File: src/hdl/evs_pkg.sv
// Shared types and constants of the elastic velocity stencil update block.
// No dependencies; compiled first.
`default_nettype none

package evs_pkg;

	// Field and stencil sizes
	localparam int W          = 32;
	localparam int TAP_W      = 2;
	localparam int MAX_TAPS   = 4;
	localparam int DATA_WIDTH = 32;

	// Configuration register map
	localparam int NUM_REGS  = 8;
	localparam int CFG_IDX_W = 3;
	localparam logic [CFG_IDX_W-1:0] REG_AXIS1_TAP0 = 3'd0;
	localparam logic [CFG_IDX_W-1:0] REG_AXIS0_TAP0 = 3'd4;

	// Shared multiplier operand selection
	typedef enum logic [1:0] {
		MUL_AXIS1 = 2'd0,  // slow-axis coefficient times slow-axis difference
		MUL_AXIS0 = 2'd1,  // fast-axis coefficient times fast-axis difference
		MUL_SUMLO = 2'd2,  // buoyancy times low word of tap sum (unsigned)
		MUL_SUMHI = 2'd3   // buoyancy times high word of tap sum (signed)
	} mul_sel_t;

	// Commands from controller to datapath
	typedef struct packed {
		logic     load_in;
		logic     mul_en;
		mul_sel_t mul_sel;
		logic     hold_en;
		logic     acc_en;
		logic     scale_en;
		logic     out_en;
	} evs_cmd_t;

	// Status from datapath to controller
	typedef struct packed {
		logic last;
		logic out_busy;
	} evs_sts_t;

endpackage

`default_nettype wire

File: src/hdl/evs_ctrl.sv
// Controller: sequences capture, the two tap products, accumulation and
// the three-step buoyancy scaling. Depends on evs_pkg.
`default_nettype none

module evs_ctrl
	import evs_pkg::*;
(
	input  wire logic     clk,
	input  wire logic     arst_n,
	input  wire logic     in_valid,
	output logic          in_ready,
	input  wire evs_sts_t sts,
	output evs_cmd_t      cmd
);

	typedef enum logic [2:0] {
		S_IDLE,
		S_MUL_A,
		S_MUL_B,
		S_ACC,
		S_SC_LO,
		S_SC_HI,
		S_SC_SUM,
		S_SC_OUT
	} state_t;

	state_t state_q;
	logic   accept;

	// Next item may be captured while a non-final tap accumulates
	assign in_ready = (state_q == S_IDLE) || (state_q == S_ACC && !sts.last);
	assign accept   = in_valid && in_ready;

	always_ff @(posedge clk or negedge arst_n) begin
		if (!arst_n) begin
			state_q <= S_IDLE;
		end else begin
			case (state_q)
				S_IDLE:   if (accept) state_q <= S_MUL_A;
				S_MUL_A:  state_q <= S_MUL_B;
				S_MUL_B:  state_q <= S_ACC;
				S_ACC: begin
					if (sts.last) state_q <= S_SC_LO;
					else if (accept) state_q <= S_MUL_A;
					else state_q <= S_IDLE;
				end
				S_SC_LO:  state_q <= S_SC_HI;
				S_SC_HI:  state_q <= S_SC_SUM;
				S_SC_SUM: state_q <= S_SC_OUT;
				S_SC_OUT: if (!sts.out_busy) state_q <= S_IDLE;
				default:  state_q <= S_IDLE;
			endcase
		end
	end

	// Command decode
	always_comb begin
		cmd          = '0;
		cmd.mul_sel  = MUL_AXIS1;
		cmd.load_in  = accept;
		case (state_q)
			S_MUL_A: begin
				cmd.mul_en  = 1'b1;
				cmd.mul_sel = MUL_AXIS1;
			end
			S_MUL_B: begin
				cmd.mul_en  = 1'b1;
				cmd.mul_sel = MUL_AXIS0;
				cmd.hold_en = 1'b1;
			end
			S_ACC:    cmd.acc_en = 1'b1;
			S_SC_LO: begin
				cmd.mul_en  = 1'b1;
				cmd.mul_sel = MUL_SUMLO;
			end
			S_SC_HI: begin
				cmd.mul_en  = 1'b1;
				cmd.mul_sel = MUL_SUMHI;
				cmd.hold_en = 1'b1;
			end
			S_SC_SUM: cmd.scale_en = 1'b1;
			S_SC_OUT: cmd.out_en = !sts.out_busy;
			default:  ;
		endcase
	end

endmodule

`default_nettype wire

File: config.mk
export PLATFORM = sky130hd
export DESIGN_NAME = evs_ctrl
export DESIGN_NICKNAME = d
export VERILOG_FILES = /design/src/hdl/evs_pkg.sv /design/src/hdl/evs_ctrl.sv
export SDC_FILE = /design/constraint.sdc
export NUM_CORES = 1
export LEC_CHECK = 0
export BUFFER_PORTS_ARGS = -buffer_cell sky130_fd_sc_hd__buf_4
export CAP_MARGIN = 20
export CELL_PAD_IN_SITES_DETAIL_PLACEMENT = 2
export CELL_PAD_IN_SITES_GLOBAL_PLACEMENT = 2
export CORE_MARGIN = 1.5
export CORE_UTILIZATION = 17
export DETAILED_ROUTE_END_ITERATION = 6
export GPL_TIMING_DRIVEN = 1
export PLACE_DENSITY = 0.67
export SYNTH_ARGS = -nofsm -noshare
export SYNTH_HDL_FRONTEND = slang
export SYNTH_SLANG_ARGS = --single-unit
File: constraint.sdc
create_clock -name clk -period 1.3 [get_ports clk]
set_input_delay 0.26 -clock clk [delete_from_list [all_inputs] [get_ports clk]]
set_output_delay 0.26 -clock clk [all_outputs]
set_load 0.02 [all_outputs]
After elaboration in Yosys (flattened, before gate mapping)

Cells that the tools add are included.

Register bits after elaboration: 3
Bits in latches: 0
Bits in writable memories: 0
Memory bits (read-only): 0
Bits of input ports: 5
Output and inout port bits: 9
Logic and storage cells: 28
Memories: 0

Add/sub/neg operators: 0
$mul: 0
Div/mod/pow operators: 0
Magnitude comparators: 0
Equal/unequal tests: 9
Shift operators: 0
Multiplexer cells: 10
Bitwise gates (word level): 0
Reductions and logical operators: 8

Operators with widths:

| operator             | number |
|---|---|
| $pmux W3 S8          | 1 |
| $eq A3 B3 Y1 const B | 4 |
| $pmux W3 S4          | 1 |
| $mux W3              | 3 |
| $eq A3 B2 Y1 const B | 2 |
| $mux W1              | 5 |
| $ne A2 B2 Y1 const B | 2 |
| $eq A3 B1 Y1 const B | 1 |
| $logic_not A3 Y1     | 1 |
| $logic_and A1 B1 Y1  | 2 |
| $logic_not A1 Y1     | 2 |
| $reduce_and A2 Y1    | 1 |
| $reduce_or A2 Y1     | 1 |
| $logic_or A1 B1 Y1   | 1 |

Longest topological paths before layout

Gate-level depths: netlist of run 1.

Depth after elaboration: 7
Depth in mapped cells: 5
Gate-level depth less buffers: 3

Worst setup path after synthesis of run 1

No wires, ideal clock.

Path type: reg2out
Start point: reg state_q[0]
End point: out cmd[3] in the netlist's numbering
Data arrival time: 1.086 ns
Required time: 1.040 ns
Path slack: -0.046 ns
Stages on the path, launching flop included: 3
Path buffers: 0
Cells stage by stage: dfrtp_1 -> nand2b_1 -> o21ai_0

RTL lines:

| item                   | line           | RTL |
|---|---|---|
| start, declared        | evs_ctrl.sv:27 | `state_t state_q;` |
| start signal, assigned | evs_ctrl.sv:36 | `state_q <= S_IDLE;` |
| start signal, assigned | evs_ctrl.sv:39 | `S_IDLE: if (accept) state_q <= S_MUL_A;` |
| start signal, assigned | evs_ctrl.sv:40 | `S_MUL_A: state_q <= S_MUL_B;` |
| end, declared          | evs_ctrl.sv:13 | `output evs_cmd_t cmd` |

==> reports/qor.yml, run 1 <==
timing:
  grt_setup_unrepaired: "yes"
  finClkSkew_ns: 0.0000781
  fmax_ghz: 0.640
  tightest_slew_ns: 0.179
  whs_ns: 0.316
  hold_viol: 0
  period_share_pct: 120
  maxSlewViolCount: 0
  layout_min_cycle_time_ns: 1.56
  maxSlewHeadroom_pct: 88.0
  setup-violations-final: 9
  setup_ws_ns: -0.262
drt:
  dr.pass1.iters: 1
  drc: 0
  antenna_left: 0
  drt_iter0_drc: 0
  wl_per_cell_um: 14.2
  wirelength_um: 1060
  routed_via_density: 4.48
  vias: 336
power:
  pwr-share-comb_pct: 74.9
  switching_share_pct: 46.0
  p_int_w: 0.000957
  power_w: 0.00177
  power.leakage_nw: 0.257
  switching_power_w: 0.000816
  powerDensity_nw_per_um2: 3130
  seqPwrFrac_pct: 15.0
  ir_drop_v: 0.000970
  pwr-share-clk_pct: 10.2
clocking:
  cts_buffers: 3
  htree_levels: 1
  clock_latency_ns: 0.25
  cts_buffer_depth: 2
  cts.clk_slew.worst_paths_ns: 0.04
  cts_root_buffer: "clkbuf_4"
  cts_tree: "yes"
  cts_sinks: 3
floorplan:
  chipWidth_um: 40.9
  core_um2: 1320
  initial_core_util_pct: 18.5
  die_h_um: 40.9
  boundaryPins: 14
  die_area_um2: 1670
  placementRows: 13
critical_path:
  endpoint_kind: "primary output"
  cp_data_required_time_ns: 1.04
  start_kind: "flop"
  arrival_ns: 1.30
  path_max_fanout: 5
  path_class: "reg2out"
synthesis:
  synth_area_leaders: "dfrtp_1 (31%), nor2_1 (11%), nand2b_1 (5.1%), nor2b_1 (5.1%), nor3b_2 (5.1%)"
  synth_area_leader_cell: "dfrtp_1"
  synth_area_um2: 244
  synth_cells: 33
  synth_warnings: 0
  avgSynthCellArea_um2: 7.39
  synth_top_area_share_pct: 30.8
  synth.yosys.seq_area_share_pct: 30.8
  synth_nets: 38
  synth-seq-cells: 3
  ys_types: 18
final_layout:
  layout_commonest_cell: "buf_4"
  multiInputGateArea_um2: 218
  seq_area_um2: 78.8
  nets: 66
  postLayoutCoreUtil_pct: 42.9
  max_flop_register: "state_q"
  fin_area_um2: 566
  fillers: 159
  largest_reg_flops: 3
  largestRegisters: "state_q: 3 flops"
  area_growth_syn_to_layout_pct: 132
  final_cell_mix: "buf_4 (19), buf_6 (6), nor2_4 (3), clkbuf_4 (3), dfrtp_2 (3)"
  drive_above_1_share_pct: 75.0
  antenna_cells: 0
placement:
  dp_slack_ns: -0.0602
  dpl.hpwl_um: 652
  port_buffers: 13
  gp_congestion: 0.734
  placedInstanceArea_um2: 383
global_route:
  grt_start_max_net_pins: 8
  track_usage_pct: 17.4
  first_global_vias: 367
  antenna_found_initial: 0
  overflow: 0
  grt_pass1_wl_um: 1740
run_status:
  status: "finished, violations left"
  violations: "setup timing"
min_path:
  hp-class: "in2reg"
flow_run:
  maxCapViolCount: 0
## path summary, 6_finish.rpt
kind,end,from,slack [ns],depth (start not counted)
worst min-delay path,state_q[2]$_DFFE_PN0P_,sts[1],0.32,3
min in group asynchronous,state_q[1]$_DFFE_PN0P_,arst_n,0.36,2
worst max-delay path,cmd[3],state_q[0]$_DFFE_PN0P_,-0.26,4
worst max register to register,state_q[0]$_DFFE_PN0P_,state_q[0]$_DFFE_PN0P_,0.16,5
max in group asynchronous,state_q[0]$_DFFE_PN0P_,arst_n,0.83,2
worst min register to register,state_q[2]$_DFFE_PN0P_,state_q[1]$_DFFE_PN0P_,0.67,2
## metal layers
layer / GRT usage [%] / up-vias / share of wire [%]
met5: 0 / - / 0
met4: 7.50 / 0 / 1.9
met3: 5.98 / 2 / 6.1
met2: 34.4 / 14 / 58
met1: 15.4 / 157 / 34
li1: - / 163 / -
## synthesized netlist by cell type
| master | n |
|---|---|
| buf_2 | 2 |
| nor2b_1 | 2 |
| o22ai_1 | 1 |
| nand2_2 | 1 |
| a21oi_1 | 2 |
| nor3_1 | 2 |
| nor3b_2 | 1 |
| nand2_1 | 2 |
| nor3_2 | 1 |
| xnor2_1 | 1 |
| dfrtp_1 | 3 |
| nor2_1 | 7 |
| o21ai_0 | 2 |
| nand3_1 | 1 |
| nand2b_1 | 2 |
| buf_4 | 1 |
| inv_1 | 1 |
| o21ba_1 | 1 |
## final cells by class
cell class	instances	area share [%]
sequential	3	13.9
inverter	1	0.664
tap	15	3.32
timing repair buffer	26	38.9
clock buffer	4	4.65
multi-input combinational	26	38.5
## logic make-up (layout without fill, tap and decap cells)
| kind of cell | after synthesis | in the layout | share of synthesized area, % |
|---|---|---|---|
| compound gates | 6 | 6 | 14.9 |
| xor+xnor | 1 | 1 | 3.59 |
| buf+inv | 4 | 31 | 8.72 |
| flops | 3 | 3 | 30.8 |
| simple gates | 19 | 19 | 42.1 |
## critical path: stages, from the launching register on
cell and delay (ns):
dfrtp_2 0.45, buf_4 0.17, nand2b_4 0.17, o21ai_4 0.14, buf_6 0.13
## metrics by stage
step	setup TNS [ns]	std cells
detailed placement	-0.0602	63
global placement	-0.0190	63
finish	-1.65	75
global route	-2.18	75
floorplan	-0.125	33
CTS	-1.42	73
## power by group through the flow
stage / sequential [W] / clock (W) / combinational [W]
after CTS: 0.000244 / 0.000176 / 0.00123
final: 0.000265 / 0.000180 / 0.00133
after global routing: 0.000277 / 0.000194 / 0.00144
after global placement: 0.000218 / 0 / 0.000874
after detailed placement: 0.000226 / 0 / 0.000900
after floorplan: 0.000177 / 0 / 0.000553
## repair_timing
item,in CTS,in global routing
buffers inserted,5,2
gates resized for setup,23,4
hold endpoints to repair,3,0
pin swaps,2,0
hold buffers,1,0
setup endpoints to repair,9,9
(Power assumes the default switching activity.)
==> inputs of run 2 (changes only) <==
- CORE_AREA: not set -> 2 2 39 41
- CORE_MARGIN: 1.5 -> not set
- CORE_UTILIZATION: 17 -> not set
- DIE_AREA: not set -> 0 0 41 43
- PLACE_DENSITY: 0.67 -> 0.69
- clock period: 1.3 -> 1.45 ns (I/O delays scaled with it)
==> run 2 against run 1 <==
The flow still finishes with violations (setup timing). Via count is 3.6% higher. Worst setup slack improved by 0.096 ns. Sequential cell count stayed put. Sequential power is 16% lower. Sequential share of layout area is 0.25 points higher. Cell count grew 1.3%. Non-clock buffer count did not move. Total power decreased by 13%. Routed wire length decreased by 7.8%.
==> reports/qor.yml, run 2 (same netlist as run 1, synthesis figures left out) <==
final_layout:
  layout_commonest_cell: "buf_4"
  multiInputGateArea_um2: 206
  fillers: 167
  drive_above_1_share_pct: 71.7
  nets: 66
  fin_area_um2: 556
  largest_reg_flops: 3
  seq_area_um2: 78.8
  antenna_cells: 0
  largestRegisters: "state_q: 3 flops"
  final_cell_mix: "buf_4 (19), buf_6 (6)"
  area_growth_syn_to_layout_pct: 128
  max_flop_register: "state_q"
clocking:
  clock_latency_ns: 0.25
  cts.clk_slew.worst_paths_ns: 0.04
  cts_root_buffer: "clkbuf_4"
  cts_tree: "yes"
  htree_levels: 1
  cts_sinks: 3
  cts_buffers: 3
  cts_buffer_depth: 2
critical_path:
  crit_end: "cmd[7]"
  arrival_ns: 1.33
  r2r_setup_slack_ns: 0.25
  endpoint_kind: "primary output"
  path_max_fanout: 6
  cp.buffers_inverters: 1
  crit_path_max_incr_delay_ns: 0.46
  cp.depth: 4
  path_class: "reg2out"
  reg2reg_depth: 6
  crit_path_cell_trace: "nor2_4 -> o21ba_4 -> nor3b_2 -> buf_4"
  cp_slowest_cell: "dfrtp_2"
  start_kind: "flop"
  critical-path-top-delay-family: "flip-flops"
  crit_start: "state_q[0]$_DFFE_PN0P_"
  r2r_start: "state_q[0]$_DFFE_PN0P_"
  r2r-end: "state_q[2]$_DFFE_PN0P_"
  cp_data_required_time_ns: 1.16
floorplan:
  chipWidth_um: 41
  initial_core_util_pct: 17.6
  die_h_um: 43
  boundaryPins: 14
  placementRows: 14
  core_um2: 1380
  die_area_um2: 1760
drt:
  routed_via_density: 4.58
  vias: 348
  dr.pass1.iters: 4
  drc: 0
  antenna_left: 0
  wirelength_um: 980
  wl_per_cell_um: 12.9
  drt_iter0_drc: 2
placement:
  dpl.hpwl_um: 570
  gp_congestion: 0.696
  placedInstanceArea_um2: 367
  port_buffers: 13
timing:
  tightest_slew_ns: 0.249
  hold_viol: 0
  maxSlewViolCount: 0
  maxSlewHeadroom_pct: 83.4
  whs_ns: 0.350
  setup-violations-final: 8
  fmax_ghz: 0.619
  finClkSkew_ns: 0.00893
  period_share_pct: 111
  layout_min_cycle_time_ns: 1.62
  grt_setup_unrepaired: "yes"
  setup_ws_ns: -0.166
global_route:
  antenna_found_initial: 0
  overflow: 0
  grt_pass1_wl_um: 1610
  first_global_vias: 378
  grt_start_max_net_pins: 9
  track_usage_pct: 14.5
flow_run:
  maxCapViolCount: 0
power:
  ir_drop_v: 0.000943
  power.leakage_nw: 0.258
  powerDensity_nw_per_um2: 2760
run_status:
  status: "finished, violations left"
  violations: "setup timing"
min_path:
  hp-class: "in2reg"
[run 2: final cells by class]
class / count / share of cell area [%]
flip-flops and latches: 3 / 14.2
multi-input cells: 26 / 37.2
inverters: 1 / 0.676
clock buffers: 4 / 4.73
repair buffers: 26 / 39.6
well taps: 16 / 3.60
[run 2: worst min path at each step]
| stage | from | endpoint | depth (start not counted) |
|---|---|---|---|
| after floorplan | arst_n | state_q[0]$_DFFE_PN0P_ | 0 |
| after global placement | arst_n | state_q[2]$_DFFE_PN0P_ | 1 |
| after detailed placement | arst_n | state_q[2]$_DFFE_PN0P_ | 1 |
| after CTS | sts[1] | state_q[2]$_DFFE_PN0P_ | 3 |
| after global routing | arst_n | state_q[0]$_DFFE_PN0P_ | 2 |
| final | sts[0] | state_q[1]$_DFFE_PN0P_ | 3 |
[run 2: timing repair]
item	in CTS	in global routing
setup endpoints to repair	8	8
buffers inserted	6	3
gates resized for setup	15	10
endpoints found under the hold margin	3	0
hold buffers	1	0
pin swaps	3	2
[run 2: power breakdown]
part           total (W)  leakage, nW  internal (W)  switching, W
sequential      0.000223       0.0310      0.000137     0.0000862
clock           0.000160       0.0150      0.000104     0.0000561
combinational    0.00115        0.212      0.000594      0.000558
total            0.00153        0.258      0.000834      0.000700
[run 2: tightest hold or removal path, stage by stage]
cell and delay (ns):
buf_4 0.11, a21oi_1 0.06, nor2_1 0.09
[run 2: metrics by stage]
stage / TNS (ns) / utilization, % / power (W) / std cells / setup WS (ns)
floorplan: 0 / - / 0.000644 / 33 / 0.0740
global placement: 0 / 26.5 / 0.000939 / 62 / 0.0946
detailed placement: 0 / 26.5 / 0.000950 / 62 / 0.0600
CTS: -0.479 / 35.6 / 0.00134 / 73 / -0.142
global route: -1.12 / 40.1 / 0.00165 / 76 / -0.222
finish: -0.672 / 40.1 / 0.00153 / 76 / -0.166
[run 2: metal layers]
layer | global-route usage [%] | up-vias | routed length [um]
li1 | - | 161 | -
met1 | 13.4 | 165 | 338
met2 | 24.7 | 18 | 550
met3 | 3.14 | 4 | 52
met4 | 12.0 | 0 | 38
met5 | 0 | - | 0
